==> config.mk <==
export PLATFORM = sky130hd
export DESIGN_NAME = staggered_valve_pump_scheduler
export DESIGN_NICKNAME = d
export VERILOG_FILES = /design/src/rtl/core/svps_pkg.sv /design/src/rtl/core/svps_cfg.sv /design/src/rtl/core/svps_eval.sv /design/src/rtl/core/staggered_valve_pump_scheduler.sv
export VERILOG_INCLUDE_DIRS = /design/src /design/src/rtl/core
export SDC_FILE = /design/constraint.sdc
export NUM_CORES = 2
export LEC_CHECK = 0
export BUFFER_PORTS_ARGS = -buffer_cell sky130_fd_sc_hd__buf_2
export CAP_MARGIN = 5
export CELL_PAD_IN_SITES_DETAIL_PLACEMENT = 0
export CELL_PAD_IN_SITES_GLOBAL_PLACEMENT = 1
export CORE_ASPECT_RATIO = 0.75
export CORE_UTILIZATION = 52
export DETAILED_ROUTE_END_ITERATION = 12
export MAX_ROUTING_LAYER = met4
export PLACE_DENSITY_LB_ADDON = 0.3
export REMOVE_ABC_BUFFERS = 1
export SETUP_SLACK_MARGIN = 0.15
export SYNTH_ARGS = -nofsm -noshare
export SYNTH_HDL_FRONTEND = slang
export SYNTH_SLANG_ARGS = --single-unit
==> constraint.sdc <==
create_clock -name clk -period 13.4 [get_ports clk]
set_input_delay 2.68 -clock clk [delete_from_list [all_inputs] [get_ports clk]]
set_output_delay 2.68 -clock clk [all_outputs]
set_load 0.005 [all_outputs]
==> src/rtl/core/staggered_valve_pump_scheduler_assert.svh <==
// ----------------------------------------------------------------------------
// Assertion macros for the valve/pump scheduler
// Shared concurrent check forms, clocked on clk, disabled while in reset.
// ----------------------------------------------------------------------------
`ifndef STAGGERED_VALVE_PUMP_SCHEDULER_ASSERT_SVH
`define STAGGERED_VALVE_PUMP_SCHEDULER_ASSERT_SVH

// same-cycle implication
`define SVPS_ASSERT_IMP(lbl, ante, cons) \
    lbl: assert property (@(posedge clk) disable iff (!rst_n) (ante) |-> (cons)) \
        else $error("svps check failed");

// next-cycle implication
`define SVPS_ASSERT_NXT(lbl, ante, cons) \
    lbl: assert property (@(posedge clk) disable iff (!rst_n) (ante) |=> (cons)) \
        else $error("svps check failed");

`endif

==> src/rtl/core/svps_pkg.sv <==
// ----------------------------------------------------------------------------
// svps_pkg
// Types, codes and fixed tables of the valve/pump relay scheduler.
// ----------------------------------------------------------------------------
package svps_pkg;

    localparam int RELAY_W    = 6;
    localparam int CFG_DATA_W = 11;
    localparam int CFG_IDX_W  = 3;

    localparam logic [31:0] MS_PER_MINUTE = 32'd60000;

    // item kinds
    localparam logic [1:0] KIND_TICK   = 2'd0;
    localparam logic [1:0] KIND_MANUAL = 2'd1;
    localparam logic [1:0] KIND_STOP   = 2'd2;
    localparam logic [1:0] KIND_RESUME = 2'd3;

    // run modes
    localparam logic [1:0] MODE_IDLE   = 2'd0;
    localparam logic [1:0] MODE_ROUND1 = 2'd1;
    localparam logic [1:0] MODE_ROUND2 = 2'd2;
    localparam logic [1:0] MODE_MANUAL = 2'd3;

    // board roles
    localparam logic [2:0] ROLE_MASTER      = 3'd0;
    localparam logic [2:0] ROLE_PUMP_DUTY   = 3'd1;
    localparam logic [2:0] ROLE_PUMP_SOLAR  = 3'd2;
    localparam logic [2:0] ROLE_PUMP_VALVES = 3'd3;

    // config register indexes
    localparam logic [2:0] CFG_BOARD_ROLE   = 3'd0;
    localparam logic [2:0] CFG_R1_START     = 3'd1;
    localparam logic [2:0] CFG_R1_LENGTH    = 3'd2;
    localparam logic [2:0] CFG_R2_START     = 3'd3;
    localparam logic [2:0] CFG_R2_LENGTH    = 3'd4;
    localparam logic [2:0] CFG_PUMP_OPEN    = 3'd5;
    localparam logic [2:0] CFG_PUMP_CLOSE   = 3'd6;
    localparam logic [2:0] CFG_SOLAR_CLOSE  = 3'd7;

    // config reset values
    localparam logic [10:0] PUMP_OPEN_RST   = 11'd540;
    localparam logic [10:0] PUMP_CLOSE_RST  = 11'd1020;
    localparam logic [10:0] SOLAR_CLOSE_RST = 11'd830;

    // valve slice of each board: first global valve minus one, and count
    localparam logic [4:0] SLICE_BASE [8] = '{5'd0, 5'd0, 5'd0, 5'd0, 5'd0, 5'd4, 5'd10, 5'd14};
    localparam logic [2:0] SLICE_SIZE [8] = '{3'd0, 3'd1, 3'd1, 3'd1, 3'd4, 3'd6, 3'd4, 3'd6};

    typedef struct packed {
        logic [1:0]  kind;
        logic [10:0] minute_of_day;
        logic [31:0] now_ms;
        logic        solar_good;
        logic [7:0]  manual_valve;
        logic [15:0] manual_minutes;
    } in_item_t;

    typedef struct packed {
        logic [5:0] relay_mask;
        logic       relays_written;
        logic [1:0] run_mode;
        logic [4:0] last_valve;
        logic       halted;
    } out_item_t;

    typedef struct packed {
        logic [2:0]  board_role;
        logic [10:0] round1_start;
        logic [7:0]  round1_length;
        logic [10:0] round2_start;
        logic [7:0]  round2_length;
        logic [10:0] pump_window_open;
        logic [10:0] pump_window_close;
        logic [10:0] solar_pump_close;
    } cfg_t;

    typedef struct packed {
        logic        stop_latch;
        logic        manual_on;
        logic [7:0]  manual_target;
        logic [31:0] manual_deadline;
        logic [1:0]  mode;
        logic [4:0]  last_valve;
        logic [5:0]  relay;
    } sched_state_t;

    // relays that exist on a board with n local relays
    function automatic logic [RELAY_W-1:0] relay_keep(input int n);
        logic [RELAY_W-1:0] k;
        k = '0;
        for (int i = 0; i < RELAY_W; i++)
        begin
            k[i] = (i < n);
        end
        return k;
    endfunction

endpackage

==> src/rtl/core/svps_cfg.sv <==
// ----------------------------------------------------------------------------
// svps_cfg
// Configuration register file, written through a plain enable/index/data port.
// ----------------------------------------------------------------------------
module svps_cfg
    import svps_pkg::*;
(
    input  logic                  clk,
    input  logic                  rst_n,
    input  logic                  cfg_we,
    input  logic [CFG_IDX_W-1:0]  cfg_index,
    input  logic [CFG_DATA_W-1:0] cfg_data,
    output cfg_t                  cfg
);

    cfg_t cfg_reg;

    assign cfg = cfg_reg;

    // register writes
    always_ff @(posedge clk or negedge rst_n)
    begin
        if (!rst_n)
        begin
            cfg_reg.board_role        <= '0;
            cfg_reg.round1_start      <= '0;
            cfg_reg.round1_length     <= '0;
            cfg_reg.round2_start      <= '0;
            cfg_reg.round2_length     <= '0;
            cfg_reg.pump_window_open  <= PUMP_OPEN_RST;
            cfg_reg.pump_window_close <= PUMP_CLOSE_RST;
            cfg_reg.solar_pump_close  <= SOLAR_CLOSE_RST;
        end
        else if (cfg_we)
        begin
            case (cfg_index)
                CFG_BOARD_ROLE:  cfg_reg.board_role        <= cfg_data[2:0];
                CFG_R1_START:    cfg_reg.round1_start      <= cfg_data;
                CFG_R1_LENGTH:   cfg_reg.round1_length     <= cfg_data[7:0];
                CFG_R2_START:    cfg_reg.round2_start      <= cfg_data;
                CFG_R2_LENGTH:   cfg_reg.round2_length     <= cfg_data[7:0];
                CFG_PUMP_OPEN:   cfg_reg.pump_window_open  <= cfg_data;
                CFG_PUMP_CLOSE:  cfg_reg.pump_window_close <= cfg_data;
                CFG_SOLAR_CLOSE: cfg_reg.solar_pump_close  <= cfg_data;
                default:         cfg_reg                   <= cfg_reg;
            endcase
        end
    end

endmodule

==> src/rtl/core/svps_eval.sv <==
// ----------------------------------------------------------------------------
// svps_eval
// Single-pass evaluation of one beat: schedule windows, pump duty cycle,
// manual override and stop latch, giving the next state and the result.
// ----------------------------------------------------------------------------
module svps_eval
    import svps_pkg::*;
#(
    parameter int PUMP_ON_MINUTES  = 50,
    parameter int PUMP_OFF_MINUTES = 10,
    parameter int VALVE_COUNT      = 20,
    parameter int LOCAL_RELAYS     = 6
)
(
    input  cfg_t         cfg,
    input  sched_state_t state,
    input  in_item_t     item,
    output sched_state_t state_next,
    output out_item_t    result
);

    localparam int PERIOD = PUMP_ON_MINUTES + PUMP_OFF_MINUTES;
    // floor(2^16 / period): quotient estimate is low by at most one for 11-bit values
    localparam int RECIP  = 65536 / PERIOD;
    localparam logic [20:0] PERIOD_W = 21'(PERIOD);
    localparam logic [11:0] PERIOD_R = 12'(PERIOD);
    localparam logic [11:0] ON_R     = 12'(PUMP_ON_MINUTES);
    localparam logic [27:0] RECIP_W  = 28'(RECIP);
    localparam logic [5:0]  VALVES_W = 6'(VALVE_COUNT);
    localparam logic [RELAY_W-1:0] KEEP = relay_keep(LOCAL_RELAYS);

    // staggered window of valve idx (0-based) in a round
    function automatic logic win_open(input logic [10:0] now, input logic [10:0] start,
                                      input logic [7:0] len, input logic [4:0] idx);
        logic [7:0]  step;
        logic [13:0] s;
        logic [13:0] e;
        step = (len > 8'd1) ? len - 8'd1 : 8'd1;
        s    = 14'(start) + 14'(idx) * 14'(step);
        e    = s + 14'(len);
        return (14'(now) >= s) && (14'(now) < e);
    endfunction

    // duty cycle inside [start, stop): on for the first minutes of each period
    function automatic logic duty_on(input logic [10:0] now, input logic [10:0] start,
                                     input logic [10:0] stop);
        logic [10:0] d;
        logic [27:0] prod;
        logic [10:0] q;
        logic [11:0] r;
        d    = now - start;
        prod = 28'(d) * RECIP_W;
        q    = prod[26:16];
        r    = 12'(21'(d) - 21'(q) * PERIOD_W);
        if (r >= PERIOD_R)
        begin
            r = r - PERIOD_R;
        end
        return (now >= start) && (now < stop) && (r < ON_R);
    endfunction

    logic [2:0]  role;
    logic [4:0]  base;
    logic [2:0]  size;
    logic        duty1;
    logic        duty2;
    logic        any_win;
    logic [5:0]  man_mask;
    logic [8:0]  man_off;
    logic        man_hit;
    logic [5:0]  slice_mask;
    logic        hit1;
    logic        hit2;
    logic [4:0]  last1;
    logic [4:0]  last2;
    logic [5:0]  valve;
    logic        member;
    logic        open1;
    logic        open2;
    logic [5:0]  mask;
    logic [1:0]  mode;
    logic [31:0] man_span;

    assign role = cfg.board_role;
    assign base = SLICE_BASE[role];
    assign size = SLICE_SIZE[role];

    // pump windows
    assign duty1 = duty_on(item.minute_of_day, cfg.pump_window_open, cfg.pump_window_close);
    assign duty2 = duty_on(item.minute_of_day, cfg.round1_start, cfg.solar_pump_close);

    // any valve window open, either round (board 3 pump)
    always_comb
    begin
        any_win = 1'b0;
        for (int i = 0; i < VALVE_COUNT; i++)
        begin
            if (cfg.round1_length != 8'd0 &&
                win_open(item.minute_of_day, cfg.round1_start, cfg.round1_length, 5'(i)))
            begin
                any_win = 1'b1;
            end
            if (cfg.round2_length != 8'd0 &&
                win_open(item.minute_of_day, cfg.round2_start, cfg.round2_length, 5'(i)))
            begin
                any_win = 1'b1;
            end
        end
    end

    // manual target on this board's slice
    always_comb
    begin
        man_off  = 9'(state.manual_target) - 9'(base) - 9'd1;
        man_hit  = (9'(state.manual_target) > 9'(base)) &&
                   (9'(state.manual_target) <= 9'(base) + 9'(size));
        man_mask = '0;
        for (int j = 0; j < RELAY_W; j++)
        begin
            man_mask[j] = man_hit && (man_off == 9'(j));
        end
    end

    // valves of the own slice; later hits win for last valve
    always_comb
    begin
        slice_mask = '0;
        hit1       = 1'b0;
        hit2       = 1'b0;
        last1      = '0;
        last2      = '0;
        valve      = '0;
        member     = 1'b0;
        open1      = 1'b0;
        open2      = 1'b0;
        for (int j = 0; j < RELAY_W; j++)
        begin
            valve  = 6'(base) + 6'(j) + 6'd1;
            member = (3'(j) < size) && (valve <= VALVES_W);
            open1  = member && (cfg.round1_length != 8'd0) &&
                     win_open(item.minute_of_day, cfg.round1_start, cfg.round1_length,
                              5'(valve - 6'd1));
            open2  = member && (cfg.round2_length != 8'd0) &&
                     win_open(item.minute_of_day, cfg.round2_start, cfg.round2_length,
                              5'(valve - 6'd1));
            slice_mask[j] = open1 || open2;
            if (open1)
            begin
                hit1  = 1'b1;
                last1 = valve[4:0];
            end
            if (open2)
            begin
                hit2  = 1'b1;
                last2 = valve[4:0];
            end
        end
    end

    assign man_span = 32'(item.manual_minutes) * MS_PER_MINUTE;

    // state update and result
    always_comb
    begin
        state_next            = state;
        result.relays_written = 1'b0;
        mask                  = '0;
        mode                  = MODE_IDLE;
        case (item.kind)
            KIND_MANUAL:
            begin
                state_next.manual_target   = item.manual_valve;
                state_next.manual_deadline = item.now_ms + man_span;
                state_next.manual_on       = (item.manual_minutes != 16'd0);
            end
            KIND_STOP:
            begin
                state_next.stop_latch = 1'b1;
                state_next.manual_on  = 1'b0;
                state_next.mode       = MODE_IDLE;
                state_next.relay      = '0;
                result.relays_written = 1'b1;
            end
            KIND_RESUME:
            begin
                state_next.stop_latch = 1'b0;
            end
            default:
            begin
                if (role != ROLE_MASTER && !state.stop_latch)
                begin
                    if (state.manual_on)
                    begin
                        if (item.now_ms > state.manual_deadline)
                        begin
                            state_next.manual_on = 1'b0;
                        end
                        else
                        begin
                            mode = MODE_MANUAL;
                            if (role == ROLE_PUMP_VALVES)
                            begin
                                mask[0] = 1'b1;
                            end
                            else if (role inside {[3'd4:3'd7]})
                            begin
                                mask = man_mask;
                            end
                        end
                    end
                    else
                    begin
                        case (role)
                            ROLE_PUMP_DUTY:
                            begin
                                if (duty1)
                                begin
                                    mask[0] = 1'b1;
                                    mode    = MODE_ROUND1;
                                end
                            end
                            ROLE_PUMP_SOLAR:
                            begin
                                if (item.solar_good && duty2)
                                begin
                                    mask[0] = 1'b1;
                                    mode    = MODE_ROUND1;
                                end
                            end
                            ROLE_PUMP_VALVES:
                            begin
                                if (item.solar_good && any_win)
                                begin
                                    mask[0] = 1'b1;
                                    mode    = MODE_ROUND1;
                                end
                            end
                            default:
                            begin
                                mask = slice_mask;
                                if (hit1)
                                begin
                                    mode = MODE_ROUND1;
                                end
                                else if (hit2)
                                begin
                                    mode = MODE_ROUND2;
                                end
                                if (hit2)
                                begin
                                    state_next.last_valve = last2;
                                end
                                else if (hit1)
                                begin
                                    state_next.last_valve = last1;
                                end
                            end
                        endcase
                    end
                    state_next.mode       = mode;
                    state_next.relay      = mask & KEEP;
                    result.relays_written = 1'b1;
                end
            end
        endcase
        result.relay_mask = state_next.relay;
        result.run_mode   = state_next.mode;
        result.last_valve = state_next.last_valve;
        result.halted     = state_next.stop_latch;
    end

endmodule

==> src/rtl/core/staggered_valve_pump_scheduler.sv <==
// ----------------------------------------------------------------------------
// staggered_valve_pump_scheduler: relay scheduler for one irrigation board
// A beat accepted into the input register shows at out_data once its result is
// loaded into the result register. Throughput: one beat per cycle unless out_ready
// stalls it, set by the single evaluation pass between input and result registers.
// Reset clears all state, loads config defaults and needs no clearing pass.
// ----------------------------------------------------------------------------
module staggered_valve_pump_scheduler
    import svps_pkg::*;
#(
    parameter int PUMP_ON_MINUTES  = 50,
    parameter int PUMP_OFF_MINUTES = 10,
    parameter int VALVE_COUNT      = 20,
    parameter int LOCAL_RELAYS     = 6
)
(
    input  logic                  clk,
    input  logic                  rst_n,
    input  logic                  in_valid,
    output logic                  in_ready,
    input  in_item_t              in_data,
    output logic                  out_valid,
    input  logic                  out_ready,
    output out_item_t             out_data,
    input  logic                  cfg_we,
    input  logic [CFG_IDX_W-1:0]  cfg_index,
    input  logic [CFG_DATA_W-1:0] cfg_data
);

    `include "staggered_valve_pump_scheduler_assert.svh"

    localparam logic [RELAY_W-1:0] KEEP = relay_keep(LOCAL_RELAYS);

    cfg_t         cfg;
    sched_state_t state_reg;
    sched_state_t state_next;
    out_item_t    result;
    logic         s1_valid_reg;
    in_item_t     s1_item_reg;
    logic         out_valid_reg;
    out_item_t    out_item_reg;
    logic         s1_advance;

    svps_cfg u_cfg
    (
        .clk       (clk),
        .rst_n     (rst_n),
        .cfg_we    (cfg_we),
        .cfg_index (cfg_index),
        .cfg_data  (cfg_data),
        .cfg       (cfg)
    );

    svps_eval #(
        .PUMP_ON_MINUTES  (PUMP_ON_MINUTES),
        .PUMP_OFF_MINUTES (PUMP_OFF_MINUTES),
        .VALVE_COUNT      (VALVE_COUNT),
        .LOCAL_RELAYS     (LOCAL_RELAYS)
    ) u_eval
    (
        .cfg        (cfg),
        .state      (state_reg),
        .item       (s1_item_reg),
        .state_next (state_next),
        .result     (result)
    );

    // handshake: input stage moves when the result slot is free or draining
    assign s1_advance = s1_valid_reg && (!out_valid_reg || out_ready);
    assign in_ready   = !s1_valid_reg || s1_advance;
    assign out_valid  = out_valid_reg;
    assign out_data   = out_item_reg;

    // control and scheduler state
    always_ff @(posedge clk or negedge rst_n)
    begin
        if (!rst_n)
        begin
            s1_valid_reg  <= 1'b0;
            out_valid_reg <= 1'b0;
            state_reg     <= '0;
        end
        else
        begin
            if (in_ready)
            begin
                s1_valid_reg <= in_valid;
            end
            if (s1_advance)
            begin
                out_valid_reg <= 1'b1;
                state_reg     <= state_next;
            end
            else if (out_ready)
            begin
                out_valid_reg <= 1'b0;
            end
        end
    end

    // payload registers
    always_ff @(posedge clk)
    begin
        if (in_ready && in_valid)
        begin
            s1_item_reg <= in_data;
        end
        if (s1_advance)
        begin
            out_item_reg <= result;
        end
    end

    // checks
    `SVPS_ASSERT_IMP(a_halt_relays_off, out_valid_reg && out_item_reg.halted,
        out_item_reg.relay_mask == '0 && out_item_reg.run_mode == MODE_IDLE)
    `SVPS_ASSERT_IMP(a_no_accept_when_full, s1_valid_reg && out_valid_reg && !out_ready,
        !in_ready)
    `SVPS_ASSERT_NXT(a_advance_fills_out, s1_advance, out_valid_reg)
    `SVPS_ASSERT_IMP(a_relays_in_range, out_valid_reg,
        (out_item_reg.relay_mask & ~KEEP) == '0)

endmodule

==> flow_summary.json <==
{
  "worstSetupEndpointType": "register",
  "top_layer": "met4",
  "fmax_mhz": 85.45,
  "hp-class": "reg -> reg",
  "cts.sink_count": 216,
  "cp_common_cell": "a21o_1",
  "drt-initial-drc-count": 7605,
  "grt_pass1_wl_mm": 478.2,
  "wl_met2_mm": 135.6,
  "routedLengthMet1_mm": 145.7,
  "post_cts_buffers": 0,
  "worst-path-buf-inv": 3,
  "reg2reg_depth": 40,
  "first_global_vias": 77366,
  "cts.reportedPaths.clkPinSlew_ns": 0.06,
  "wl_met3_mm": 27.52,
  "ios": 106,
  "dr.pass1.iters": 5,
  "synth_edf_count": 85,
  "async_reset_ff_frac": 0.6065,
  "ctsHoldBuffers": 0,
  "critPathLaunch": "u_cfg.cfg[61]",
  "r2r-start": "u_cfg.cfg[61]",
  "insertion_delay_ns": 0.62,
  "yosys_register_bits": 216,
  "largest_register_ffs": 74,
  "drc_errors": 0,
  "finClkSkew_ns": 0.01912,
  "hp-start": "state_reg[35]",
  "hold_viol": 0,
  "syn_to_final_growth_pct": 6.120,
  "grt-ovfl-total": 0,
  "path_class": "reg -> reg",
  "yosysSeqAreaShare": 0.06584,
  "die_y_um": 360.1,
  "cp_slowest_cell": "a2111oi_0",
  "grt_max_degree": 76,
  "port_buffers": 105,
  "ctsLongestPathBuffers": 3,
  "period_share": 0.8733,
  "reg2reg_setup_slack_ns": 1.70,
  "arrival_ns": 12.16,
  "grt_use_total": 0.3719,
  "antenna_found_initial": 21,
  "cts.htree.levels": 1,
  "fillers": 15772,
  "period_minus_slack_ns": 11.70,
  "start_util": 0.5231,
  "vias_per_cell": 6.181,
  "required_ns": 13.86,
  "final-setup-viol-count": 0,
  "hold_depth": 2,
  "holdPathEnd": "state_reg[35]",
  "cp_top_family": "compound AO/OA/AOI/OAI gates",
  "slew_violations": 0,
  "worst_pin_slew_ns": 1.332,
  "placementRows": 131,
  "synth_cells": 10539,
  "ys_top_cells_by_area": "ha_1 (31%), fa_1 (13%), inv_1 (6.2%)",
  "fin_nets": 13650,
  "ys_types": 97,
  "synth_top_cell_by_area": "ha_1",
  "cts_made_buffers": 29,
  "postRouteAntennaNets": 0,
  "crit_path_max_fanout": 9,
  "drv_cap": 0,
  "synth_top_area_share": 0.3146,
  "finalSetupTns_ns": 0,
  "synthFlopType": "dfrtp_1",
  "gp_congestion": 1.015,
  "wl_mm": 318.9,
  "syn_area_per_cell_um2": 8.437,
  "worst_setup_path_start_kind": "register",
  "dp_hpwl_mm": 254.9,
  "critPathMaxStageDelay_ns": 0.72,
  "status": "finished clean",
  "core_um2": 170000,
  "synth_area_um2": 88920,
  "drive_above_1_share": 0.05056,
  "max_slew_margin": 0.1042,
  "vias": 80664,
  "cts_tree": "yes",
  "dieWidth_um": 479.5,
  "cts_root_buf": "clkbuf_16",
  "r2r-end": "out_data[6]",
  "rsz0062_at_grt": "no",
  "ctsResizeCount": 0,
  "wl_per_cell_um": 24.43,
  "yosysWarnings": 0,
  "die_area_um2": 172700,
  "final_core_utilization": 0.5552
}
-- kinds of logic after synthesis --
| family | after synthesis | synth area share |
|---|---|---|
| xor gates and xnor gates | 871 | 0.08579 |
| muxes | 105 | 0.01313 |
| DFF | 216 | 0.06584 |
| adders and majority gates | 2805 | 0.4427 |
| AOI/OAI and AO/OA | 2789 | 0.2036 |
| and+or+nand+nor | 2215 | 0.1237 |
| buffers and inverters | 1538 | 0.06516 |
-- cells in the final DEF, fill, tap and decap left out, types with 85 or more instances in the layout --
master,count
edfxtp_1,85
inv_1,1463
buf_2,104
a211oi_1,116
nand3_1,160
dfrtp_1,102
a21o_1,427
nand2b_1,163
xor2_1,339
nor3_1,185
nand2_1,536
fa_1,569
nor2b_1,176
xnor2_1,532
mux2_2,89
o21a_1,193
nor2_1,525
buf_4,148
a21oi_1,714
ha_1,2236
o21ai_0,623
-- metal layers --
| metal | vias to the layer above | GRT usage |
|---|---|---|
| met2 | 3187 | 0.5582 |
| met5 | - | - |
| met4 | 0 | 0.09980 |
| met3 | 444 | 0.04913 |
| met1 | 39089 | 0.5213 |
| li1 | 37944 | - |
-- through the flow --
stage	instance area (um^2)	instances	setup slack, ns	hold slack (ns)
2_1_floorplan	88640	10468	2.105	0.4485
5_1_grt	94350	13047	1.051	0.5021
3_5_place_dp	93310	12985	1.825	0.4695
3_3_place_gp	93310	12985	1.891	0.4628
6_report	94360	13051	1.697	0.4759
4_1_cts	94330	13039	1.740	0.4842
-- Yosys cell counts, types with 116 or more instances --
| cell | n |
|---|---|
| o21ai_0 | 623 |
| a21o_1 | 427 |
| xor2_1 | 339 |
| nand3_1 | 160 |
| a211oi_1 | 116 |
| a21oi_1 | 714 |
| inv_1 | 1463 |
| nand2b_1 | 163 |
| nor2_1 | 534 |
| xnor2_1 | 532 |
| nor3_1 | 186 |
| nor2b_1 | 176 |
| fa_1 | 569 |
| o21a_1 | 193 |
| nand2_1 | 538 |
| ha_1 | 2236 |
-- worst register-to-register path: cells and delay by family, from the launching register on --
family,cells,cell delay [ns]
AOI/OAI and AO/OA,20,4.27
adders and majority gates,8,3.39
and+or+nand+nor,5,1.30
xor gates and xnor gates,4,1.11
buffers and inverters,3,0.78
DFF,1,0.71
-- how the worst max path moves through the flow --
stage                       end  cells past startpoint
floorplan           out_data[9]                     39
global placement    out_data[6]                     42
detailed placement  out_data[9]                     40
CTS                 out_data[6]                     40
global route        out_data[9]                     40
finish              out_data[6]                     40
-- final cells by class --
type | instances | area (um^2) | share of cell area
well taps | 2261 | 2829 | 0.02998
inverters | 1467 | 5519 | 0.05849
clock buffers | 38 | 853.3 | 0.009043
multi-input cells | 8785 | 77380 | 0.8200
flip-flops and latches | 216 | 5867 | 0.06218
diodes | 11 | 27.53 | 0.0002917
clock inverters | 16 | 166.4 | 0.001764
repair buffers | 257 | 1723 | 0.01826
Power is left out: the tool's default activity adds up to more than one toggle a clock period on the data nets, which glitch-free logic cannot reach.
